### src/sv/nps_pkg.sv
`timescale 1ns / 1ps
// ----------------------------------------------------------------------------
// Netpbm stream parser package
// Shared types, character codes and phase encoding for the PGM/PPM parser.
// ----------------------------------------------------------------------------
package nps_pkg;

  // Width of the header numbers and of the pixel counters.
  localparam int unsigned DIM_BITS = 16;
  // Width of one decimal step: value * 10 + digit.
  localparam int unsigned ACC_W    = DIM_BITS + 4;

  typedef logic [DIM_BITS-1:0] dim_t;
  typedef logic [ACC_W-1:0]    acc_t;

  localparam acc_t DIM_MAX   = acc_t'((64'd1 << DIM_BITS) - 64'd1);
  localparam acc_t SAMPLE_MAX = acc_t'(255);

  // Character codes.
  localparam logic [7:0] CH_HASH  = 8'h23;
  localparam logic [7:0] CH_LF    = 8'h0A;
  localparam logic [7:0] CH_CR    = 8'h0D;
  localparam logic [7:0] CH_SPACE = 8'h20;
  localparam logic [7:0] CH_TAB   = 8'h09;
  localparam logic [7:0] CH_ZERO  = 8'h30;
  localparam logic [7:0] CH_NINE  = 8'h39;
  localparam logic [7:0] CH_TWO   = 8'h32;
  localparam logic [7:0] CH_THREE = 8'h33;
  localparam logic [7:0] CH_FIVE  = 8'h35;
  localparam logic [7:0] CH_SIX   = 8'h36;

  typedef enum logic [3:0] {
    PH_MAGIC0,
    PH_MAGIC1,
    PH_W_SKIP,
    PH_W_NUM,
    PH_H_SKIP,
    PH_H_NUM,
    PH_M_SKIP,
    PH_M_NUM,
    PH_PIX,
    PH_PIX_NUM,
    PH_DONE,
    PH_ERROR
  } phase_e;

  typedef enum logic [1:0] {
    RK_HEADER,
    RK_PIXEL,
    RK_ERROR
  } result_kind_e;

  typedef enum logic [1:0] {
    FMT_P2,
    FMT_P3,
    FMT_P5,
    FMT_P6
  } format_e;

  typedef enum logic [1:0] {
    ERR_NONE,
    ERR_MAGIC,
    ERR_DIGIT,
    ERR_RANGE
  } error_code_e;

  // Channel index of the last channel in a pixel.
  localparam logic [1:0] CH_LAST_GRAY  = 2'd0;
  localparam logic [1:0] CH_LAST_COLOR = 2'd2;

  typedef struct packed {
    logic [7:0] data_byte;
    logic       start_of_file;
  } nps_in_t;

  typedef struct packed {
    logic [1:0]  result_kind;
    logic [7:0]  pixel_value;
    logic [15:0] pixel_row;
    logic [15:0] pixel_column;
    logic [1:0]  color_channel;
    logic        is_last;
    logic [15:0] image_width;
    logic [15:0] image_height;
    logic [15:0] max_value;
    logic [1:0]  pixel_format;
    logic [1:0]  error_code;
  } nps_out_t;

endpackage

### src/sv/nps_if.sv
`timescale 1ns / 1ps
// ----------------------------------------------------------------------------
// Netpbm stream parser channels
// Valid/ready channels for file bytes in and parse results out.
// ----------------------------------------------------------------------------
interface nps_in_if;
  import nps_pkg::*;

  logic    valid;
  logic    ready;
  nps_in_t payload;

  modport source (output valid, output payload, input ready);
  modport sink (input valid, input payload, output ready);
endinterface

interface nps_out_if;
  import nps_pkg::*;

  logic     valid;
  logic     ready;
  nps_out_t payload;

  modport source (output valid, output payload, input ready);
  modport sink (input valid, input payload, output ready);
endinterface

### src/sv/nps_dec_acc.sv
`timescale 1ns / 1ps
// ----------------------------------------------------------------------------
// Decimal accumulator step
// Appends one decimal digit to a running number, with saturation for text
// samples and an overflow flag for header numbers.
// ----------------------------------------------------------------------------
module nps_dec_acc (
  input  nps_pkg::dim_t acc_i,
  input  logic [3:0]    digit_i,
  input  logic          saturate_i,
  output nps_pkg::dim_t value_o,
  output logic          overflow_o
);
  import nps_pkg::*;

  acc_t acc_ext;
  acc_t step;

  // Multiply by ten as two shifts, then add the digit.
  always_comb begin
    acc_ext = acc_t'(acc_i);
    step    = (acc_ext << 3) + (acc_ext << 1) + acc_t'(digit_i);
  end

  // Text samples clamp at 255; header numbers flag values past the range.
  always_comb begin
    if (saturate_i) begin
      value_o    = (step > SAMPLE_MAX) ? dim_t'(SAMPLE_MAX) : step[DIM_BITS-1:0];
      overflow_o = 1'b0;
    end else begin
      value_o    = step[DIM_BITS-1:0];
      overflow_o = (step > DIM_MAX);
    end
  end

endmodule

### src/sv/netpbm_stream_parser_core.sv
`timescale 1ns / 1ps
// ----------------------------------------------------------------------------
// Netpbm stream parser core
// Parses a PGM/PPM file (P2, P3, P5, P6) byte by byte into a header result
// followed by one result per pixel sample, or an error result.
// ----------------------------------------------------------------------------
//  Channel | Direction | Payload                          | Per transaction
//  in_i    | sink      | data_byte, start_of_file         | one file byte
//  out_o   | source    | kind, pixel fields, header, err  | zero or one result
//
// A byte is taken whenever in_i.ready is high; the parse state updates at the same edge
// and any result lands in the output register, so bytes flow back to back while
// the output register is empty or its result is being taken.
// A stall on out_o holds the output register and stops input only while a
// result waits there untaken. Reset clears the parse state and all header
// values; start_of_file does the same for a new file.
// ----------------------------------------------------------------------------
module netpbm_stream_parser_core (
  input  logic      clk_i,
  input  logic      rst_ni,
  nps_in_if.sink    in_i,
  nps_out_if.source out_o
);
  import nps_pkg::*;

  // Parse state.
  phase_e     phase_q, phase_d;
  logic [1:0] fmt_q, fmt_d;
  logic       comment_q, comment_d;
  dim_t       acc_q, acc_d;
  dim_t       width_q, width_d;
  dim_t       height_q, height_d;
  dim_t       maxval_q, maxval_d;
  dim_t       row_q, row_d;
  dim_t       col_q, col_d;
  logic [1:0] ch_q, ch_d;

  // Output register.
  logic     out_valid_q;
  nps_out_t out_q;

  logic     accept;
  logic [7:0] b;
  logic     sof;
  logic     digit, space, eol;
  logic     magic_ok;
  logic [1:0] magic_fmt;
  logic     raw_pix;
  logic     skip_phase;
  logic     num_phase;
  logic     text_phase;
  logic     eat_comment;
  logic     proceed;
  dim_t     step_value;
  logic     step_ovf;

  // Pixel bookkeeping.
  logic       pix_last;
  logic [1:0] ch_last_idx;
  dim_t       col_inc;

  logic     res_fire;
  nps_out_t res;

  assign accept    = in_i.valid & in_i.ready;
  assign in_i.ready = ~out_valid_q | out_o.ready;
  assign b         = in_i.payload.data_byte;
  assign sof       = in_i.payload.start_of_file;

  // Byte classes.
  always_comb begin
    digit = (b >= CH_ZERO) && (b <= CH_NINE);
    eol   = (b == CH_LF) || (b == CH_CR);
    space = (b == CH_SPACE) || (b == CH_TAB) || eol;
  end

  // Magic byte decode.
  always_comb begin
    magic_ok  = 1'b1;
    magic_fmt = FMT_P2;
    case (b)
      CH_TWO:   magic_fmt = FMT_P2;
      CH_THREE: magic_fmt = FMT_P3;
      CH_FIVE:  magic_fmt = FMT_P5;
      CH_SIX:   magic_fmt = FMT_P6;
      default:  magic_ok = 1'b0;
    endcase
  end

  // Phase classes and comment handling.
  always_comb begin
    raw_pix    = (phase_q == PH_PIX) && fmt_q[1];
    skip_phase = (phase_q == PH_W_SKIP) || (phase_q == PH_H_SKIP) ||
                 (phase_q == PH_M_SKIP) || (phase_q == PH_PIX);
    num_phase  = (phase_q == PH_W_NUM) || (phase_q == PH_H_NUM) ||
                 (phase_q == PH_M_NUM) || (phase_q == PH_PIX_NUM);
    text_phase = (skip_phase || num_phase) && !raw_pix;
    eat_comment = comment_q ? !eol : (b == CH_HASH);
    proceed    = text_phase && !eat_comment;
  end

  nps_dec_acc u_dec_acc (
    .acc_i      (acc_q),
    .digit_i    (b[3:0]),
    .saturate_i (phase_q == PH_PIX_NUM),
    .value_o    (step_value),
    .overflow_o (step_ovf)
  );

  // Position of the current sample within the image.
  always_comb begin
    ch_last_idx = fmt_q[0] ? CH_LAST_COLOR : CH_LAST_GRAY;
    col_inc     = col_q + dim_t'(1);
    pix_last    = (ch_q == ch_last_idx) &&
                  (({1'b0, col_q} + {{DIM_BITS{1'b0}}, 1'b1}) == {1'b0, width_q}) &&
                  (({1'b0, row_q} + {{DIM_BITS{1'b0}}, 1'b1}) == {1'b0, height_q});
  end

  // Next state.
  always_comb begin
    phase_d   = phase_q;
    fmt_d     = fmt_q;
    comment_d = comment_q;
    acc_d     = acc_q;
    width_d   = width_q;
    height_d  = height_q;
    maxval_d  = maxval_q;
    row_d     = row_q;
    col_d     = col_q;
    ch_d      = ch_q;
    if (accept) begin
      if (sof) begin
        phase_d   = PH_MAGIC1;
        fmt_d     = FMT_P2;
        comment_d = 1'b0;
        acc_d     = '0;
        width_d   = '0;
        height_d  = '0;
        maxval_d  = '0;
        row_d     = '0;
        col_d     = '0;
        ch_d      = '0;
      end else begin
        case (phase_q)
          PH_MAGIC0: begin
            phase_d = PH_MAGIC1;
          end
          PH_MAGIC1: begin
            if (magic_ok) begin
              fmt_d   = magic_fmt;
              phase_d = PH_W_SKIP;
            end else begin
              phase_d   = PH_ERROR;
              comment_d = 1'b0;
            end
          end
          PH_DONE, PH_ERROR: begin
          end
          default: begin
            if (!raw_pix && comment_q && eat_comment) begin
              // Inside a comment: drop the byte.
            end else if (!raw_pix && eat_comment) begin
              comment_d = 1'b1;
            end else begin
              comment_d = 1'b0;
              if (!raw_pix && skip_phase) begin
                if (!space && !digit) begin
                  phase_d = PH_ERROR;
                end else if (digit) begin
                  acc_d   = dim_t'(b[3:0]);
                  phase_d = phase_e'(phase_q + 4'd1);
                end
              end else if (!raw_pix && digit) begin
                if (step_ovf) begin
                  phase_d = PH_ERROR;
                end else begin
                  acc_d = step_value;
                end
              end else if (phase_q == PH_W_NUM) begin
                width_d = acc_q;
                phase_d = PH_H_SKIP;
              end else if (phase_q == PH_H_NUM) begin
                height_d = acc_q;
                phase_d  = PH_M_SKIP;
              end else if (phase_q == PH_M_NUM) begin
                maxval_d = acc_q;
                row_d    = '0;
                col_d    = '0;
                ch_d     = '0;
                phase_d  = ((width_q == '0) || (height_q == '0)) ? PH_DONE : PH_PIX;
              end else begin
                // Raw byte or the end of a text sample: one pixel sample.
                phase_d = pix_last ? PH_DONE : PH_PIX;
                if (ch_q == ch_last_idx) begin
                  ch_d = '0;
                  if (col_inc >= width_q) begin
                    col_d = '0;
                    row_d = row_q + dim_t'(1);
                  end else begin
                    col_d = col_inc;
                  end
                end else begin
                  ch_d = ch_q + 2'd1;
                end
              end
            end
          end
        endcase
      end
    end
  end

  // Result produced by this byte.
  always_comb begin
    res_fire           = 1'b0;
    res.result_kind    = RK_HEADER;
    res.pixel_value    = '0;
    res.pixel_row      = '0;
    res.pixel_column   = '0;
    res.color_channel  = '0;
    res.is_last        = 1'b0;
    res.image_width    = 16'(width_q);
    res.image_height   = 16'(height_q);
    res.max_value      = 16'(maxval_q);
    res.pixel_format   = fmt_q;
    res.error_code     = ERR_NONE;
    if (!sof) begin
      if (phase_q == PH_MAGIC1 && !magic_ok) begin
        res_fire        = 1'b1;
        res.result_kind = RK_ERROR;
        res.error_code  = ERR_MAGIC;
      end else if (raw_pix || (proceed && num_phase && !digit)) begin
        res_fire = 1'b1;
        if (phase_q == PH_M_NUM) begin
          res.result_kind = RK_HEADER;
          res.max_value   = 16'(acc_q);
        end else if (phase_q == PH_W_NUM || phase_q == PH_H_NUM) begin
          res_fire = 1'b0;
        end else begin
          res.result_kind   = RK_PIXEL;
          res.pixel_value   = raw_pix ? b : acc_q[7:0];
          res.pixel_row     = 16'(row_q);
          res.pixel_column  = 16'(col_q);
          res.color_channel = ch_q;
          res.is_last       = pix_last;
        end
      end else if (proceed && skip_phase && !space && !digit) begin
        res_fire        = 1'b1;
        res.result_kind = RK_ERROR;
        res.error_code  = ERR_DIGIT;
      end else if (proceed && num_phase && digit && step_ovf) begin
        res_fire        = 1'b1;
        res.result_kind = RK_ERROR;
        res.error_code  = ERR_RANGE;
      end
    end
  end

  // Parse state registers.
  always_ff @(posedge clk_i or negedge rst_ni) begin
    if (!rst_ni) begin
      phase_q   <= PH_MAGIC0;
      fmt_q     <= FMT_P2;
      comment_q <= 1'b0;
      acc_q     <= '0;
      width_q   <= '0;
      height_q  <= '0;
      maxval_q  <= '0;
      row_q     <= '0;
      col_q     <= '0;
      ch_q      <= '0;
    end else begin
      phase_q   <= phase_d;
      fmt_q     <= fmt_d;
      comment_q <= comment_d;
      acc_q     <= acc_d;
      width_q   <= width_d;
      height_q  <= height_d;
      maxval_q  <= maxval_d;
      row_q     <= row_d;
      col_q     <= col_d;
      ch_q      <= ch_d;
    end
  end

  // Output valid flag.
  always_ff @(posedge clk_i or negedge rst_ni) begin
    if (!rst_ni) begin
      out_valid_q <= 1'b0;
    end else if (in_i.ready) begin
      out_valid_q <= accept & res_fire;
    end
  end

  // Output payload register.
  always_ff @(posedge clk_i) begin
    if (in_i.ready && accept && res_fire) begin
      out_q <= res;
    end
  end

  assign out_o.valid   = out_valid_q;
  assign out_o.payload = out_q;

endmodule

### src/flat_wrapper.sv
// flat-port wrapper written by rule: the top's interface ports become plain ports
module netpbm_stream_parser_core_flat import nps_pkg::*;
  (clk_i, rst_ni, in_i_valid, in_i_payload, in_i_ready, out_o_valid, out_o_payload, out_o_ready);
  nps_in_if in_i_i ();
  nps_out_if out_o_i ();
  input  logic clk_i;
  input  logic rst_ni;
  input wire logic [$bits(in_i_i.valid)-1:0] in_i_valid;
  input wire logic [$bits(in_i_i.payload)-1:0] in_i_payload;
  output wire logic [$bits(in_i_i.ready)-1:0] in_i_ready;
  output wire logic [$bits(out_o_i.valid)-1:0] out_o_valid;
  output wire logic [$bits(out_o_i.payload)-1:0] out_o_payload;
  input wire logic [$bits(out_o_i.ready)-1:0] out_o_ready;
  assign in_i_i.valid = in_i_valid;
  assign in_i_i.payload = in_i_payload;
  assign in_i_ready = in_i_i.ready;
  assign out_o_valid = out_o_i.valid;
  assign out_o_payload = out_o_i.payload;
  assign out_o_i.ready = out_o_ready;
  netpbm_stream_parser_core u_core (.clk_i(clk_i), .rst_ni(rst_ni), .in_i(in_i_i), .out_o(out_o_i));
endmodule
### config.mk
export PLATFORM = sky130hd
export DESIGN_NAME = netpbm_stream_parser_core_flat
export DESIGN_NICKNAME = d
export VERILOG_FILES = /design/src/sv/nps_pkg.sv /design/src/sv/nps_if.sv /design/src/sv/nps_dec_acc.sv /design/src/sv/netpbm_stream_parser_core.sv /design/src/flat_wrapper.sv
export SDC_FILE = /design/constraint.sdc
export NUM_CORES = 1
export LEC_CHECK = 0
export BUFFER_PORTS_ARGS = -buffer_cell sky130_fd_sc_hd__buf_4
export CORE_MARGIN = 2
export CORE_UTILIZATION = 40
export DETAILED_ROUTE_END_ITERATION = 12
export PLACE_DENSITY_LB_ADDON = 0.12
export SYNTH_ARGS = -nofsm -noshare
export SYNTH_HDL_FRONTEND = slang
export SYNTH_HIERARCHICAL = 1
export SYNTH_SLANG_ARGS = --single-unit
### constraint.sdc
create_clock -name clk_i -period 13.32 [get_ports clk_i]
set_input_delay 1.332 -clock clk_i [delete_from_list [all_inputs] [get_ports clk_i]]
set_output_delay 1.332 -clock clk_i [all_outputs]
set_load 0.02 [all_outputs]
Yosys cells after proc, flatten, opt, wreduce, memory -nomap -nowiden
Cells that the tools add are included.

Output and inout bits: 99. Logic and storage cells: 265. Flip-flop bits (word level): 203.

Multiplexer cells: 116. Order comparisons: 5. Bitwise operators: 5. Reductions and logical operators: 66. $add $sub $neg: 8. Eq/ne operators: 41.

Operators by type and width (number): 16-bit 2-to-1 mux (60); 8-bit by 6-bit equality test with 1-bit output, second input constant (6); 4-bit 2-to-1 mux (12); 2-bit 2-to-1 mux (22); 44-bit 2-to-1 mux (1); 16-bit by 1-bit adder with 17-bit output, second input constant (2); 17-bit by 16-bit equality test with 1-bit output (2); 16-bit by 1-bit adder with 16-bit output, second input constant (2); 16-bit zero test (2); 8-bit by 4-bit equality test with 1-bit output, second input constant (3); 8-bit AND reduction (3); 1-bit logical AND (22); 19-bit by 17-bit adder with 20-bit output (1); 20-bit by 4-bit adder with 20-bit output (1); 20-bit by 16-bit greater-than comparator with 1-bit output, second input constant (1); 20-bit by 8-bit greater-than comparator with 1-bit output, second input constant (1); 1-bit 2-to-1 mux (17); 4-bit by 3-bit equality test with 1-bit output, second input constant (4); 4-bit equality test, second input constant (4); 16-bit greater-or-equal comparator (1); 2-bit != test, second input constant (7); 1-bit logical OR (12); 3-bit != test, second input constant (4); 4-bit case mux with 3 select lines (1); other kinds (32) (50).

Longest topological paths before layout
Depth in word-level cells: 16. Mapped depth: 18. Depth with buffers taken out: 16.

By module
The synthesis kept the hierarchy.

Modules (own cells, without submodules): netpbm_stream_parser_core (area an instance 10517.6 um2, cells each 966, sequential area each 5565.3 um2, times used 1); nps_dec_acc (area an instance 1350.0 um2, cells each 181, sequential area each 0.0 um2, times used 1).

Worst setup path before layout
OpenSTA, ideal clock, no wires.

Kind: input-to-reg. Start point: in in_i_payload[4]. End point: reg u_core.out_q, in the netlist u_core/out_o.payload[0], enable pin. Stages: 15. Data arrival time: 10794 ps. Setup time: 672 ps. Path buffers: 0. Required time: 12648 ps. Path slack: 1854 ps. Cell sequence: inv_1 > fa_1 > fa_1 > and2b_1 > o2111ai_4 > a211oi_2 > o211a_1 > or4_4 > a21oi_4 > a21oi_1 > nor3b_1 > a31o_2 > a21oi_1 > a21boi_0 > nor3_1.

Elaborated cells between the ends (all ways): 42.

RTL lines: from (decl) (RTL line flat_wrapper.sv:9) `input wire logic [$bits(in_i_i.payload)-1:0] in_i_payload;`; 20-bit by 4-bit adder with 20-bit output (RTL line nps_dec_acc.sv:22) `step = (acc_ext << 3) + (acc_ext << 1) + acc_t'(digit_i);`; 20-bit by 16-bit greater-than comparator with 1-bit output (RTL line nps_dec_acc.sv:32) `overflow_o = (step > DIM_MAX);`; 1-bit 2-to-1 mux (RTL line nps_dec_acc.sv:27) `if (saturate_i) begin`; named net u_core.step_ovf (RTL line netpbm_stream_parser_core.sv:55) `logic step_ovf;`; 1-bit logical AND (RTL line netpbm_stream_parser_core.sv:251) `end else if (proceed && num_phase && digit && step_ovf) begin`; 1-bit 2-to-1 mux (RTL line netpbm_stream_parser_core.sv:251); 1-bit 2-to-1 mux (RTL line netpbm_stream_parser_core.sv:247) `end else if (proceed && skip_phase && !space && !digit) begin`; 1-bit 2-to-1 mux (RTL line netpbm_stream_parser_core.sv:232) `end else if (raw_pix || (proceed && num_phase && !digit)) begin`; 1-bit 2-to-1 mux (RTL line netpbm_stream_parser_core.sv:228) `if (phase_q == PH_MAGIC1 && !magic_ok) begin`; 1-bit 2-to-1 mux (RTL line netpbm_stream_parser_core.sv:227) `if (!sof) begin`; 1-bit logical AND (RTL line netpbm_stream_parser_core.sv:297) `if (in_i.ready && accept && res_fire) begin`; to (signal assigned) (RTL line netpbm_stream_parser_core.sv:298) `out_q <= res;`; to (decl) (RTL line netpbm_stream_parser_core.sv:40) `nps_out_t out_q;`.

The timed path passes the listed nets, and every way through them passes these cells. A chain may end at the register's enable or synchronous reset.

Final worst setup path
Start point: in in_i_payload[4]. End point: reg u_core.out_q, in the netlist u_core/out_o.payload[35], enable pin.

The elaborated chain is that of the path after synthesis.

==> results.txt <==
----------------------------------------------------
[Run status]
  Run status ... complete, no violations

[Timing]
  Final count of negative-setup-slack endpoints ... 0
  Tcrit/Tclk final ... 41.3%
  Slew at the pin closest to its max-slew limit ... 1.01 ns
  Smallest hold slack ... 0.509 ns
  Worst Clk Skew ... 0.0184 ns
  Worst slew margin relative to its limit ... 32.5%
  Min cycle time layout ... 5.51 ns
  Sum of negative setup slack ... 0 ns
  Highest Clock Rate ... 182 MHz
  Final max-slew violation count ... 0
  Setup repair after global routing missed its margin ... false
  Final hold violation count ... 0

[Die]
  I/O pin count ... 112
  Std-Cell Rows ... 63
  Area of the placeable core ... 29400 sq um
  Effective utilization at floorplan ... 40.4%
  Die boundary width ... 176 um
  Die area ... 31100 sq um
  Die extent in y ... 176 um

[Placed design]
  Placed Instance Area ... 12900 sq um
  Global placer's final weighted congestion ... 0.866
  Placed wire-length estimate after detailed placement ... 23.1 mm
  I/O Buffers ... 111

[Global routing]
  Wire length of the first global-routing pass ... 51.6 mm
  Leftover overflow at the end of global routing ... 0
  Antenna violations before repair ... 0
  Total global routing track utilization ... 21.1%
  Maximum number of pins on one net before global-route repair ... 78
  Number of global-route vias before repair ... 8785

[Synthesis]
  Most used standard cells in the synthesized netlist ... sky130_fd_sc_hd__nand2_1, sky130_fd_sc_hd__dfrtp_1, sky130_fd_sc_hd__edfxtp_1
  Dominant cells by area after synthesis ... sky130_fd_sc_hd__edfxtp_1, sky130_fd_sc_hd__dfrtp_1, sky130_fd_sc_hd__ha_1
  Area leader, netlist ... sky130_fd_sc_hd__edfxtp_1
  Dominant cell by count in the synthesized netlist ... sky130_fd_sc_hd__nand2_1
  Sequential fraction of the synthesis area ... 46.9%
  Count of mapped cells out of synthesis ... 1147
  Count of different cell masters after synthesis ... 92
  Number of synthesized flops with an enable pin ... 97
  Post-synth ARST share ... 52.2%
  Nets in the synthesized netlist ... 1216
  Total of flip-flops plus latches after synthesis ... 203
  Per-instance average area after synthesis ... 10.3 sq um
  Number of synthesis warnings ... 6
  Area share of the leading cell type in the synthesized netlist ... 24.5%
  Synth Flop Type ... sky130_fd_sc_hd__dfrtp_1
  Cell Area, Synth ... 11900 sq um

[Power and ir drop]
  LEAKAGE ... 0.00602 uW
  Largest voltage drop on the vdd net ... 0.0939 mV
  Power density over cell area ... 218 nW/um^2

[Clock network]
  Clock tree from TritonCTS ... done
  Number of H-tree levels ... 1
  Worst skew pair latency ... 0.52 ns
  Worst-path clk slew ... 0.06 ns
  Hold buffer count at CTS ... 0
  Root buffer cell ... sky130_fd_sc_hd__clkbuf_16
  Buffer levels on the longest clock path ... 3
  Number of buffers added by the clock tree synthesis step ... 23
  Total setup buffers inserted after CTS ... 0
  Post_cts resized ... 0
  Clock sinks ... 203

[Routing]
  Wire length on met1 ... 15.3 mm
  Met2 wire len ... 15.2 mm
  Detailed-routed wire length on met3 ... 1.97 mm
  Uppermost layer routed ... met4
  Detailed router's first-iteration violation count ... 779
  Final wirelength ... 33.0 mm
  Average via count per standard cell ... 5.64
  Count of nets left with antenna violations after detail routing ... 0
  Detailed-routing iteration count for the pre-antenna-repair pass ... 5
  Routed len/inst ... 20.2 um
  Number of remaining DRC errors ... 0
  Total number of vias ... 9202

[Worst hold path]
  Classification of the worst-slack hold path ... reg2reg
  Number of cells on the worst hold path ... 2

[Cells and area]
  Final layout net count ... 1295
  Share of cells above drive strength 1 ... 16.6%
  # diodes ... 0
  Layout area overhead ... 16.1%
  Layout Utilization ... 46.9%
  Final Instance Area ... 13800 sq um
  Layout filler cell count ... 2767

[Setup path]
  Startpoint type of the worst setup path ... input pin
  Worst-path fanout max ... 58
  Required time reported for the critical path endpoint ... 13.48 ns
  CP Class ... in2reg
  Delay of the slowest cell on the worst path ... 0.55 ns
  Cell depth of the worst flop-to-flop path ... 17
  Standard cell with the maximum stage delay on the critical path ... sky130_fd_sc_hd__a21boi_1
  WP data arrival ... 5.67 ns
  Cell Chain, Critical Path ... buf_4, inv_1, fa_1, inv_1, ha_1, a211oi_1, o21ai_1, a211oi_1, o21ai_1, a31oi_1, a21boi_1, a21oi_1, nor3b_1, a31o_2, a21oi_1, a21boi_0, nor3_2, buf_4
  Capturing element type of the critical path ... register

[Job]
  Count of maximum capacitance violations ... 0

----------------------------------------------------
final cells by class:
type	count	area, sq um	area share (%)
tap	390	488	3.54
clock inverter	17	239	1.73
clock buffer	25	593	4.30
inverter	53	199	1.44
sequential	203	5570	40.4
timing repair buffer	121	908	6.59
multi-input combinational	824	5790	42.0
sequential cells by signal (all words and copies together) (netlist names):
register,cells
u_core/col_q,16
u_core/out_o.valid,1
u_core/width_q,16
u_core/acc_q,16
u_core/ch_q,2
u_core/fmt_q,2
u_core/comment_q,1
u_core/phase_q,4
u_core/row_q,16
u_core/maxval_q,16
u_core/height_q,16
u_core/out_o.payload,97
where the power goes:
group          internal (uW)  switching, uW
Sequential               846            202
Clock                    437            262
Combinational            489            769
Total                   1770           1230
metal layers:
layer | vias up | track usage, %
met4 | 0 | 4.17
met3 | 31 | 3.25
met1 | 4444 | 29.8
li1 | 4442 | -
met5 | - | 0
met2 | 285 | 34.6
worst max-delay path, delay by kind of cell:
family,cells,cell delay [ns]
and+or+nand+nor,2,0.30
adders and majority gates,2,0.84
buffers and inverters,4,0.61
AOI/OAI and AO/OA,10,2.53
cell usage in the layout (no fill, tap or decap), types with 9 or more instances in the layout:
master	n
sky130_fd_sc_hd__buf_4	121
sky130_fd_sc_hd__a22oi_1	16
sky130_fd_sc_hd__mux2_2	9
sky130_fd_sc_hd__nand2_1	115
sky130_fd_sc_hd__and2_1	10
sky130_fd_sc_hd__clkbuf_16	23
sky130_fd_sc_hd__nand4_1	15
sky130_fd_sc_hd__nor3_1	15
sky130_fd_sc_hd__a21oi_1	46
sky130_fd_sc_hd__nor2b_1	11
sky130_fd_sc_hd__o21ai_0	55
sky130_fd_sc_hd__o21a_1	9
sky130_fd_sc_hd__nand3_1	25
sky130_fd_sc_hd__mux2i_1	47
sky130_fd_sc_hd__xnor2_1	19
sky130_fd_sc_hd__nor2_1	74
sky130_fd_sc_hd__xor2_1	25
sky130_fd_sc_hd__nor4_1	17
sky130_fd_sc_hd__ha_1	54
sky130_fd_sc_hd__mux2_4	10
sky130_fd_sc_hd__a31oi_1	17
sky130_fd_sc_hd__edfxtp_1	97
sky130_fd_sc_hd__inv_1	53
sky130_fd_sc_hd__dfrtp_1	106
sky130_fd_sc_hd__and3_1	41
sky130_fd_sc_hd__a22o_1	14
sky130_fd_sc_hd__o31ai_1	29
sky130_fd_sc_hd__o22ai_1	15
logic make-up after synthesis:
family | Yosys count | synth area share, %
AND/OR/NAND/NOR | 368 | 15.8
AO/OA/AOI/OAI | 288 | 17.2
buffers and inverters | 120 | 4.50
multiplexers | 68 | 6.27
adder cells (fa/ha/maj) | 56 | 6.03
XOR/XNOR | 44 | 3.25
flip-flops | 203 | 46.9
path summary, 6_finish.rpt:
| check | slack, ns | end | startpoint |
|---|---|---|---|
| max | 7.81 | u_core/out_o.payload[35] | in_i_payload[4] |
| min | 0.51 | u_core/maxval_q[11] | u_core/maxval_q[11] |
| max reg2reg | 8.06 | u_core/out_o.payload[35] | u_core/acc_q[2] |
| min reg2reg | 0.51 | u_core/maxval_q[11] | u_core/maxval_q[11] |
| max in group asynchronous | 11.17 | u_core/row_q[13] | rst_ni |
| min in group asynchronous | 0.77 | u_core/col_q[4] | rst_ni |
stage by stage:
stage | power (uW) | cells | setup slack (ns)
after global placement | 2300 | 1591 | 7.44
after CTS | 3020 | 1633 | 7.85
after floorplan | 1890 | 1147 | 1.85
after detailed placement | 2310 | 1591 | 7.34
after global routing | 3190 | 1633 | 7.45
final | 3000 | 1633 | 7.81
No activity file was read; power rests on OpenSTA's default activity.
